## src/stlb_pkg.sv

```systemverilog
// shared constants and types for the segment translate and tlb fill block
`default_nettype none
package stlb_pkg;

    localparam int TLB_SLOTS   = 64;
    localparam int STACK_PAGES = 18;
    localparam int SLOT_W      = (TLB_SLOTS > 1) ? $clog2(TLB_SLOTS) : 1;

    localparam int PAGE_W     = 20;
    localparam int ADDR_W     = 32;
    localparam int KIND_W     = 2;
    localparam int STATUS_W   = 3;
    localparam int SLOT_OUT_W = 6;
    localparam int CFG_IDX_W  = 3;

    localparam logic [PAGE_W-1:0] USER_TOP_PAGE = 20'h80000;
    localparam logic [PAGE_W-1:0] STACK_BASE    = USER_TOP_PAGE - PAGE_W'(STACK_PAGES);

    // fault kinds
    localparam logic [KIND_W-1:0] KIND_READ      = 2'd0;
    localparam logic [KIND_W-1:0] KIND_WRITE     = 2'd1;
    localparam logic [KIND_W-1:0] KIND_READ_ONLY = 2'd2;
    localparam logic [KIND_W-1:0] KIND_OTHER     = 2'd3;

    // result status codes
    localparam logic [STATUS_W-1:0] ST_FILLED    = 3'd0;
    localparam logic [STATUS_W-1:0] ST_BAD_KIND  = 3'd1;
    localparam logic [STATUS_W-1:0] ST_NO_SPACE  = 3'd2;
    localparam logic [STATUS_W-1:0] ST_UNMAPPED  = 3'd3;
    localparam logic [STATUS_W-1:0] ST_FULL      = 3'd4;
    localparam logic [STATUS_W-1:0] ST_READ_ONLY = 3'd5;

    // configuration register indexes
    localparam logic [CFG_IDX_W-1:0] REG_R1_VPAGE    = 3'd0;
    localparam logic [CFG_IDX_W-1:0] REG_R1_PPAGE    = 3'd1;
    localparam logic [CFG_IDX_W-1:0] REG_R1_PAGES    = 3'd2;
    localparam logic [CFG_IDX_W-1:0] REG_R2_VPAGE    = 3'd3;
    localparam logic [CFG_IDX_W-1:0] REG_R2_PPAGE    = 3'd4;
    localparam logic [CFG_IDX_W-1:0] REG_R2_PAGES    = 3'd5;
    localparam logic [CFG_IDX_W-1:0] REG_STACK_PPAGE = 3'd6;
    localparam logic [CFG_IDX_W-1:0] REG_SPACE_READY = 3'd7;

    typedef enum logic [1:0] {
        S_IDLE,
        S_EVAL,
        S_RESULT
    } state_t;

    typedef struct packed {
        logic load;
        logic eval;
    } stlb_cmd_t;

endpackage
`default_nettype wire

```

## src/stlb_ctrl.sv

```systemverilog
// controller: sequences capture, evaluation and result hand-off
`default_nettype none
module stlb_ctrl (
    input  wire logic              aclk,
    input  wire logic              aresetn,
    input  wire logic              s_valid,
    output logic                   s_ready,
    output logic                   m_valid,
    input  wire logic              m_ready,
    output stlb_pkg::stlb_cmd_t    cmd
);
    import stlb_pkg::*;

    state_t state_reg, state_next;

    always_ff @(posedge aclk) begin
        if (!aresetn) begin
            state_reg <= S_IDLE;
        end else begin
            state_reg <= state_next;
        end
    end

    always_comb begin
        state_next = state_reg;
        s_ready    = 1'b0;
        m_valid    = 1'b0;
        cmd.load   = 1'b0;
        cmd.eval   = 1'b0;
        case (state_reg)
            S_IDLE: begin
                s_ready = 1'b1;
                if (s_valid) begin
                    cmd.load   = 1'b1;
                    state_next = S_EVAL;
                end
            end
            S_EVAL: begin
                cmd.eval   = 1'b1;
                state_next = S_RESULT;
            end
            S_RESULT: begin
                m_valid = 1'b1;
                if (m_ready) begin
                    state_next = S_IDLE;
                end
            end
            default: begin
                state_next = S_IDLE;
            end
        endcase
    end

endmodule
`default_nettype wire

```

## src/stlb_datapath.sv

```systemverilog
// datapath: config registers, region match, slot valid bits and free-slot search
`default_nettype none
module stlb_datapath (
    input  wire logic                              aclk,
    input  wire logic                              aresetn,
    input  wire stlb_pkg::stlb_cmd_t               cmd,
    input  wire logic                              cfg_we,
    input  wire logic [stlb_pkg::CFG_IDX_W-1:0]    cfg_index,
    input  wire logic [stlb_pkg::PAGE_W-1:0]       cfg_data,
    input  wire logic [stlb_pkg::KIND_W-1:0]       s_fault_kind,
    input  wire logic [stlb_pkg::ADDR_W-1:0]       s_fault_address,
    output logic [stlb_pkg::STATUS_W-1:0]          m_status,
    output logic [stlb_pkg::SLOT_OUT_W-1:0]        m_slot_index,
    output logic [stlb_pkg::PAGE_W-1:0]            m_entry_vpage,
    output logic [stlb_pkg::PAGE_W-1:0]            m_entry_ppage
);
    import stlb_pkg::*;

    logic [PAGE_W-1:0] r1_vpage_reg, r1_ppage_reg, r1_pages_reg;
    logic [PAGE_W-1:0] r2_vpage_reg, r2_ppage_reg, r2_pages_reg;
    logic [PAGE_W-1:0] stack_ppage_reg;
    logic              space_ready_reg;

    logic [KIND_W-1:0] kind_reg;
    logic [PAGE_W-1:0] page_reg;

    logic [TLB_SLOTS-1:0] slot_valid_reg, slot_valid_next;

    logic [STATUS_W-1:0]   status_reg, status_next;
    logic [SLOT_OUT_W-1:0] slot_out_reg, slot_out_next;
    logic [PAGE_W-1:0]     vpage_reg, vpage_next;
    logic [PAGE_W-1:0]     ppage_reg, ppage_next;

    logic [PAGE_W:0]     r1_end, r2_end;
    logic                hit1, hit2, hit_stack, mapped;
    logic [PAGE_W-1:0]   xlat_ppage;
    logic                free_found;
    logic [SLOT_W-1:0]   free_slot;
    logic [SLOT_W+SLOT_OUT_W-1:0] free_slot_wide;

    always_ff @(posedge aclk) begin
        if (!aresetn) begin
            r1_vpage_reg    <= '0;
            r1_ppage_reg    <= '0;
            r1_pages_reg    <= '0;
            r2_vpage_reg    <= '0;
            r2_ppage_reg    <= '0;
            r2_pages_reg    <= '0;
            stack_ppage_reg <= '0;
            space_ready_reg <= 1'b0;
        end else if (cfg_we) begin
            case (cfg_index)
                REG_R1_VPAGE:    r1_vpage_reg    <= cfg_data;
                REG_R1_PPAGE:    r1_ppage_reg    <= cfg_data;
                REG_R1_PAGES:    r1_pages_reg    <= cfg_data;
                REG_R2_VPAGE:    r2_vpage_reg    <= cfg_data;
                REG_R2_PPAGE:    r2_ppage_reg    <= cfg_data;
                REG_R2_PAGES:    r2_pages_reg    <= cfg_data;
                REG_STACK_PPAGE: stack_ppage_reg <= cfg_data;
                REG_SPACE_READY: space_ready_reg <= cfg_data[0];
                default: ;
            endcase
        end
    end

    // captured fault word
    always_ff @(posedge aclk) begin
        if (cmd.load) begin
            kind_reg <= s_fault_kind;
            page_reg <= s_fault_address[ADDR_W-1 -: PAGE_W];
        end
    end

    // segment ends carry one extra bit so they never wrap
    always_comb begin
        r1_end    = {1'b0, r1_vpage_reg} + {1'b0, r1_pages_reg};
        r2_end    = {1'b0, r2_vpage_reg} + {1'b0, r2_pages_reg};
        hit1      = (page_reg >= r1_vpage_reg) && ({1'b0, page_reg} < r1_end);
        hit2      = (page_reg >= r2_vpage_reg) && ({1'b0, page_reg} < r2_end);
        hit_stack = (page_reg >= STACK_BASE) && (page_reg < USER_TOP_PAGE);
        mapped    = hit1 || hit2 || hit_stack;
        if (hit1) begin
            xlat_ppage = page_reg - r1_vpage_reg + r1_ppage_reg;
        end else if (hit2) begin
            xlat_ppage = page_reg - r2_vpage_reg + r2_ppage_reg;
        end else begin
            xlat_ppage = page_reg - STACK_BASE + stack_ppage_reg;
        end
    end

    // lowest free slot
    always_comb begin
        free_found = 1'b0;
        free_slot  = '0;
        for (int i = TLB_SLOTS - 1; i >= 0; i--) begin
            if (!slot_valid_reg[i]) begin
                free_found = 1'b1;
                free_slot  = SLOT_W'(i);
            end
        end
        free_slot_wide = {{SLOT_OUT_W{1'b0}}, free_slot};
    end

    always_comb begin
        slot_valid_next = slot_valid_reg;
        status_next     = ST_FILLED;
        slot_out_next   = '0;
        vpage_next      = '0;
        ppage_next      = '0;
        if (kind_reg == KIND_READ_ONLY) begin
            status_next = ST_READ_ONLY;
        end else if (kind_reg == KIND_OTHER) begin
            status_next = ST_BAD_KIND;
        end else if (!space_ready_reg) begin
            status_next = ST_NO_SPACE;
        end else if (!mapped) begin
            status_next = ST_UNMAPPED;
        end else if (!free_found) begin
            status_next = ST_FULL;
        end else begin
            slot_valid_next[free_slot] = 1'b1;
            slot_out_next = free_slot_wide[SLOT_OUT_W-1:0];
            vpage_next    = page_reg;
            ppage_next    = xlat_ppage;
        end
    end

    always_ff @(posedge aclk) begin
        if (!aresetn) begin
            slot_valid_reg <= '0;
        end else if (cmd.eval) begin
            slot_valid_reg <= slot_valid_next;
        end
    end

    always_ff @(posedge aclk) begin
        if (cmd.eval) begin
            status_reg   <= status_next;
            slot_out_reg <= slot_out_next;
            vpage_reg    <= vpage_next;
            ppage_reg    <= ppage_next;
        end
    end

    assign m_status      = status_reg;
    assign m_slot_index  = slot_out_reg;
    assign m_entry_vpage = vpage_reg;
    assign m_entry_ppage = ppage_reg;

endmodule
`default_nettype wire

```

## src/segment_translate_tlb_fill.sv

```systemverilog
// top level: page fault translation through two segments and a stack region with tlb refill
`default_nettype none
// Each fault word (kind and address) is taken when s_ready is high, evaluated in the
// following cycle and shown on the m_ side in the cycle after that, held there until m_ready
// is high, stalling while m_ready stays low; the block holds one word at a time,
// set by the controller's idle, evaluate and result states. Kind is checked first, then
// space_ready, then segment 1, segment 2 and the stack region, then a free slot. A filled
// word marks the lowest free slot valid and reports it with the virtual and physical
// pages; slots are freed only by reset. On any other status the slot and page fields are
// zero. Configuration writes are always taken (cfg_ready is tied high) and should come
// only while no word is in flight.
module segment_translate_tlb_fill (
    input  wire logic                              aclk,
    input  wire logic                              aresetn,
    input  wire logic                              cfg_valid,
    output logic                                   cfg_ready,
    input  wire logic [stlb_pkg::CFG_IDX_W-1:0]    cfg_index,
    input  wire logic [stlb_pkg::PAGE_W-1:0]       cfg_data,
    input  wire logic                              s_valid,
    output logic                                   s_ready,
    input  wire logic [stlb_pkg::KIND_W-1:0]       s_fault_kind,
    input  wire logic [stlb_pkg::ADDR_W-1:0]       s_fault_address,
    output logic                                   m_valid,
    input  wire logic                              m_ready,
    output logic [stlb_pkg::STATUS_W-1:0]          m_status,
    output logic [stlb_pkg::SLOT_OUT_W-1:0]        m_slot_index,
    output logic [stlb_pkg::PAGE_W-1:0]            m_entry_vpage,
    output logic [stlb_pkg::PAGE_W-1:0]            m_entry_ppage
);
    import stlb_pkg::*;

    stlb_cmd_t cmd;

    assign cfg_ready = 1'b1;

    stlb_ctrl u_ctrl (
        .aclk    (aclk),
        .aresetn (aresetn),
        .s_valid (s_valid),
        .s_ready (s_ready),
        .m_valid (m_valid),
        .m_ready (m_ready),
        .cmd     (cmd)
    );

    stlb_datapath u_datapath (
        .aclk            (aclk),
        .aresetn         (aresetn),
        .cmd             (cmd),
        .cfg_we          (cfg_valid && cfg_ready),
        .cfg_index       (cfg_index),
        .cfg_data        (cfg_data),
        .s_fault_kind    (s_fault_kind),
        .s_fault_address (s_fault_address),
        .m_status        (m_status),
        .m_slot_index    (m_slot_index),
        .m_entry_vpage   (m_entry_vpage),
        .m_entry_ppage   (m_entry_ppage)
    );

    // one word in flight: no new word while a result waits
    a_one_in_flight: assert property (@(posedge aclk) disable iff (!aresetn)
        m_valid |-> !s_ready)
        else $error("input taken while a result is pending");

    // a word passes through the evaluate state before its result shows
    a_eval_gap: assert property (@(posedge aclk) disable iff (!aresetn)
        (s_valid && s_ready) |=> (!m_valid && !s_ready))
        else $error("result shown without an evaluate cycle");

    // failed lookups carry zeroed entry fields
    a_fail_zero: assert property (@(posedge aclk) disable iff (!aresetn)
        (m_valid && (m_status != ST_FILLED)) |->
            (m_slot_index == '0 && m_entry_vpage == '0 && m_entry_ppage == '0))
        else $error("non-zero entry on a failed word");

endmodule
`default_nettype wire
```

## config.mk

```make
export PLATFORM = sky130hd
export DESIGN_NAME = segment_translate_tlb_fill
export DESIGN_NICKNAME = d
export VERILOG_FILES = /design/src/stlb_pkg.sv /design/src/stlb_ctrl.sv /design/src/stlb_datapath.sv /design/src/segment_translate_tlb_fill.sv
export SDC_FILE = /design/constraint.sdc
export NUM_CORES = 1
export LEC_CHECK = 0
export ABC_AREA = 1
export ABC_CLOCK_PERIOD_IN_PS = 8450
export BUFFER_PORTS_ARGS = -buffer_cell sky130_fd_sc_hd__buf_2
export CORE_MARGIN = 5
export CORE_UTILIZATION = 60
export CTS_CLUSTER_DIAMETER = 200
export CTS_CLUSTER_SIZE = 20
export DETAILED_ROUTE_END_ITERATION = 16
export PLACE_DENSITY = 0.79
export SETUP_SLACK_MARGIN = 0.1
export SLEW_MARGIN = 20
export SYNTH_ARGS = -nofsm -noshare
export SYNTH_HDL_FRONTEND = slang
export SYNTH_SLANG_ARGS = --single-unit
```

## constraint.sdc

```tcl
create_clock -name aclk -period 8.45 [get_ports aclk]
set_input_delay 2.535 -clock aclk [delete_from_list [all_inputs] [get_ports aclk]]
set_output_delay 2.535 -clock aclk [all_outputs]
set_load 0.02 [all_outputs]
```

# Yosys cells after proc, flatten, opt, wreduce, memory -nomap -nowiden
# Cells that the tools add are included.
# Widths: inputs -> output; s select.
word_totals:
  regBits: 278
classes:
  addsub: 8
  n_lt_le_gt_ge: 8
  eq_ne: 13
  muxes: 144
  bitwise: 6
  reduce_logical: 20
ops:
  columns: ["cell", "n"]
  rows:
  - ["$mux 6", 64]
  - ["$mux 1", 70]
  - ["$or 64x64->64", 1]
  - ["$add 20x20->20", 3]
  - ["$add 20x20->21", 2]
  - ["$lt 20x21->1", 2]
  - ["$ge 20x20->1", 2]
  - ["$mux 20", 2]
  - ["$sub 20x20->20", 2]
  - ["$ge 20x19->1 const B", 1]
  - ["$lt 20x20->1 const B", 1]
  - ["$sub 20x19->20 const B", 1]
  - ["$reduce_and 2->1", 9]
  - ["$eq 3x3->1 const B", 4]
  - ["$mux 3", 4]
  - ["$lt 6x7->1 const B", 1]
  - ["$demux 1 s6", 1]
  - ["$eq 2x2->1 const B", 3]
  - ["$eq 3x2->1 const B", 2]
  - ["$ge 6x1->1 const B", 1]
  - ["$pmux 2 s3", 1]
  - ["$reduce_and 6->1", 1]
  - ["$not 1->1", 5]
  - ["$reduce_or 5->1", 1]
  - ["other kinds (9)", 15]

# Longest topological paths before layout
depth:
  ltp_word: 69
  mapped_depth: 67
  depth_no_buf: 66

# By module
# From an unflattened synthesis, not the netlist that was laid out.
unflattened:
  hier_cells: 2160
  hier_area_um2: 17267.8
by_module_without_submodules:
  columns: ["module", "n_inst", "cells_per_inst", "area_per_inst_um2", "seq_area_each_um2"]
  rows:
  - ["stlb_datapath", 1, 2142, 17151.4, 6236.0]
  - ["stlb_ctrl", 1, 16, 105.1, 40.0]
  - ["segment_translate_tlb_fill", 1, 2, 11.3, 0.0]

# Least setup slack after synthesis
# OpenSTA, ideal clock, no wires.
synth_path:
  kind: "reg-to-reg"
  startpoint: "reg u_datapath.r1_vpage_reg[2]"
  endpoint: "reg u_datapath.slot_valid_reg[47]"
  setup_time_ns: 0.070
  arrival_ns: 4.849
  t_required_ns: 8.380
  path_slack_ns: 3.530
  path_stages_with_launch: 36
  path_buffers: 1
  path_cell_list: "dfxtp_1 -> ha_1 -> a21oi_1 -> nand2_1 -> a21o_1 -> a21oi_1 -> o21ai_0 -> nand4_1 -> o211ai_1 -> a21o_1 -> a21oi_1 -> o21ai_0 -> nand3_1 -> nand2_1 -> nand3_1 -> nand2_1 -> xor2_1 -> ha_1 -> nand4_1 -> nor2_1 -> nand2_1 -> a21oi_1 -> a211oi_1 -> nand3_1 -> nand3_1 -> nand2_1 -> nor2_1 -> inv_1 -> nor2_2 -> inv_2 -> nor2_1 -> nand2_1 -> nor2_1 -> clkbuf_1 -> nand4_1 -> a21oi_1"
synth_via:
  elab_chain_cells: 6
synth_rtl:
  columns: ["element", "line_no", "text"]
  rows:
  - ["from (decl)", "stlb_datapath.sv:19", "logic [PAGE_W-1:0] r1_vpage_reg, r1_ppage_reg, r1_pages_reg;"]
  - ["from (signal assigned)", "stlb_datapath.sv:53", "REG_R1_VPAGE: r1_vpage_reg <= cfg_data;"]
  - ["$add 20x20->21", "stlb_datapath.sv:76", "r1_end = {1'b0, r1_vpage_reg} + {1'b0, r1_pages_reg};"]
  - ["$lt 20x21->1", "stlb_datapath.sv:78", "hit1 = (page_reg >= r1_vpage_reg) && ({1'b0, page_reg} < r1_end);"]
  - ["$logic_and 1x1->1 *", "stlb_datapath.sv:78", null]
  - ["$logic_or 1x1->1 * (2 in a row)", "stlb_datapath.sv:81", "mapped = hit1 || hit2 || hit_stack;"]
  - ["$reduce_and 6->1 (no source line) *", null, null]
  - ["to (signal assigned)", "stlb_datapath.sv:132", "slot_valid_reg <= slot_valid_next;"]
  - ["to (decl)", "stlb_datapath.sv:27", "logic [TLB_SLOTS-1:0] slot_valid_reg, slot_valid_next;"]
# Mark *: on every way between the ends. The rest lies on a longest branch, timed or not.
# A chain may end at the register's enable or synchronous reset.

# Final worst setup path
layout_path:
  startpoint: "reg u_datapath.r1_vpage_reg[2]"
  endpoint: "reg u_datapath.slot_valid_reg[29]"
# Same word-level chain as after synthesis.

==> flow_summary.json <==
{
  "fp.dieW_um": 181,
  "slowest_stage": "nor3_1",
  "syn_nets": 2519,
  "pre_cts_slack_ns": 1.71,
  "tightestPinTransition_ns": 1.10,
  "max_stage_delay_ns": 0.82,
  "dp.final_hpwl_um": 32600,
  "synth_cell_types": 42,
  "coreArea_um2": 28700,
  "synth_area_um2": 17500,
  "grt_first_pass_wirelength_um": 71400,
  "placed_area_um2": 18200,
  "largest_reg_flops": 64,
  "final_util": 0.652,
  "cts_buffers": 17,
  "area_growth_pct": 7.18,
  "drive_gt1_frac": 0.0677,
  "ant_nets": 0,
  "setup_tns_ns": 0,
  "drt_iter0_markers": 1066,
  "yosysWarnings": 0,
  "cts_resized": 0,
  "htree_levels": 1,
  "ys_ff_latch": 278,
  "final_cells": 2672,
  "fin_crit_sh": 0.803,
  "avgRoutedWirePerCell_um": 16.2,
  "whs_ns": 0.462,
  "finalWirelength_um": 43400,
  "num_rows": 62,
  "overflow": 0,
  "timing.fmax_mhz": 147,
  "cts-root-buf": "clkbuf_16",
  "clock_skew_ns": 0.0230,
  "total_power_mw": 2.95,
  "worst_ir_drop_vdd_v": 0.000188,
  "cp.required_ns": 8.88,
  "grt_max_degree": 106,
  "min-delay-path-class": "reg2reg",
  "synthArstFlopShare": 0,
  "clk_pin_slew_ns": 0.08,
  "routed-via-count": 15100,
  "synth-edff-count": 71,
  "drc_errors": 0,
  "setup_violations": 0,
  "ys_seq_area_frac": 0.360,
  "synth-main-ff-cell": "dfxtp_1",
  "outcome": "finished, final reports clean",
  "arrival_ns": 7.21,
  "gp_congestion": 0.944,
  "post_cts_buffers": 0,
  "crit_type": "reg2reg",
  "cts.sinks": 278,
  "grt_pass1_vias": 14500,
  "critPathCaptureType": "register",
  "slew_headroom": 0.263,
  "cts_buffer_depth": 3,
  "antenna_found_initial": 0,
  "diodes": 0,
  "grt.total_usage": 0.261,
  "fin_area_um2": 18700,
  "dieHeight_um": 181,
  "critPathMaxFanout": 45,
  "io_buffer_count": 100,
  "cts_hold_buf": 0,
  "power.density_nw_per_um2": 158,
  "slew_viol_final": 0,
  "fin_ws_ns": 1.67,
  "postSynthCellCount": 2221,
  "finalNetCount": 2575,
  "dp_cells": 2642,
  "start_util": 0.608,
  "power.leakage_nw": 8.03,
  "rsz0062_at_grt": "no",
  "hold_violations": 0,
  "syn_area_per_cell_um2": 7.86,
  "ios": 114,
  "layout_min_cycle_time_ns": 6.78,
  "start_kind": "register",
  "dieArea_um2": 32600,
  "cts_tree": "yes",
  "cap_violations": 0,
  "via_per_inst": 5.65,
  "clk_latency_ns": 0.52,
  "drtPass1Iterations": 5
}
area by class of cell:
type                            instances  area (µm²)
Inverter                              340        1280
Clock buffer                           29         480
Clock inverter                          1        8.76
Tap cell                              384         480
Fill cell                            2435        9990
Timing Repair Buffer                  113         601
Multi-Input combinational cell       1527        9590
Sequential cell                       278        6280
metal layers:
metal,vias to the layer above,GRT usage,share of wire
met5,-,0,0
met3,64,0.0343,0.073
li1,7497,-,-
met1,7036,0.367,0.45
met2,487,0.429,0.45
met4,0,0.0690,0.024
placed cells by master (no fill, tap or decap), types with 8 or more instances in the layout:
master / instances
o21ai_0: 191
nand4_1: 41
or2_2: 13
ha_1: 195
nor4_1: 8
a21oi_1: 270
clkbuf_16: 17
nor3_1: 9
inv_1: 335
edfxtp_1: 71
a211oi_1: 12
nand3_1: 98
a311oi_1: 13
buf_2: 99
xor2_1: 16
xnor2_1: 46
fa_1: 41
buf_4: 14
nor2_1: 272
clkbuf_1: 11
nand2_1: 250
dfxtp_1: 207
critical path: cells and delay by family (launching register included):
family,cells,cell delay (ns)
AO/OA/AOI/OAI,10,1.76
AND/OR/NAND/NOR,17,2.73
XOR/XNOR,1,0.17
flip-flops,1,0.37
adder cells (fa/ha/maj),2,0.63
buffers and inverters,4,1.01
worst paths after layout:
path / from / to / slack, ns / cells past startpoint
min: u_datapath.slot_valid_reg[63]$_SDFFE_PN0P_ / u_datapath.slot_valid_reg[63]$_SDFFE_PN0P_ / 0.46 / 2
min reg2reg: u_datapath.slot_valid_reg[63]$_SDFFE_PN0P_ / u_datapath.slot_valid_reg[63]$_SDFFE_PN0P_ / 0.46 / 2
max: u_datapath.r1_vpage_reg[2]$_SDFFE_PN0P_ / u_datapath.slot_valid_reg[29]$_SDFFE_PN0P_ / 1.67 / 34
max reg2reg: u_datapath.r1_vpage_reg[2]$_SDFFE_PN0P_ / u_datapath.slot_valid_reg[29]$_SDFFE_PN0P_ / 1.67 / 34
Yosys cell counts (6+ instances only):
library cell / n / area, µm²
nor4_1: 8 / 50.1
a311oi_1: 13 / 114
o21bai_1: 6 / 45.0
xnor2_1: 46 / 403
nand3_1: 98 / 490
nand2_1: 250 / 938
inv_1: 337 / 1260
a211oi_1: 12 / 90.1
clkbuf_1: 64 / 240
o21ai_0: 191 / 956
dfxtp_1: 207 / 4140
or2_2: 13 / 81.3
xor2_1: 16 / 140
ha_1: 195 / 2440
fa_1: 41 / 821
nor3_1: 10 / 50.1
edfxtp_1: 71 / 2130
nor2_1: 272 / 1020
a21o_1: 6 / 45.0
nand4_1: 41 / 257
a21oi_1: 270 / 1350
kinds of logic (layout without fill, tap and decap cells):
family,Yosys count,count (layout),share of synthesized area
other,1,1,0.000215
xor gates and xnor gates,62,62,0.0311
buffers and inverters,416,483,0.0917
and+or+nand+nor,702,702,0.170
AOI/OAI and AO/OA,526,526,0.161
adders and majority gates,236,236,0.187
DFF,278,278,0.360
power by group:
| group | total [mW] | internal (mW) | switching [mW] |
|---|---|---|---|
| clock | 0.854 | 0.393 | 0.461 |
| combinational | 0.649 | 0.247 | 0.402 |
| sequential | 1.44 | 1.40 | 0.0403 |
No activity file was read; power rests on OpenSTA's default activity.
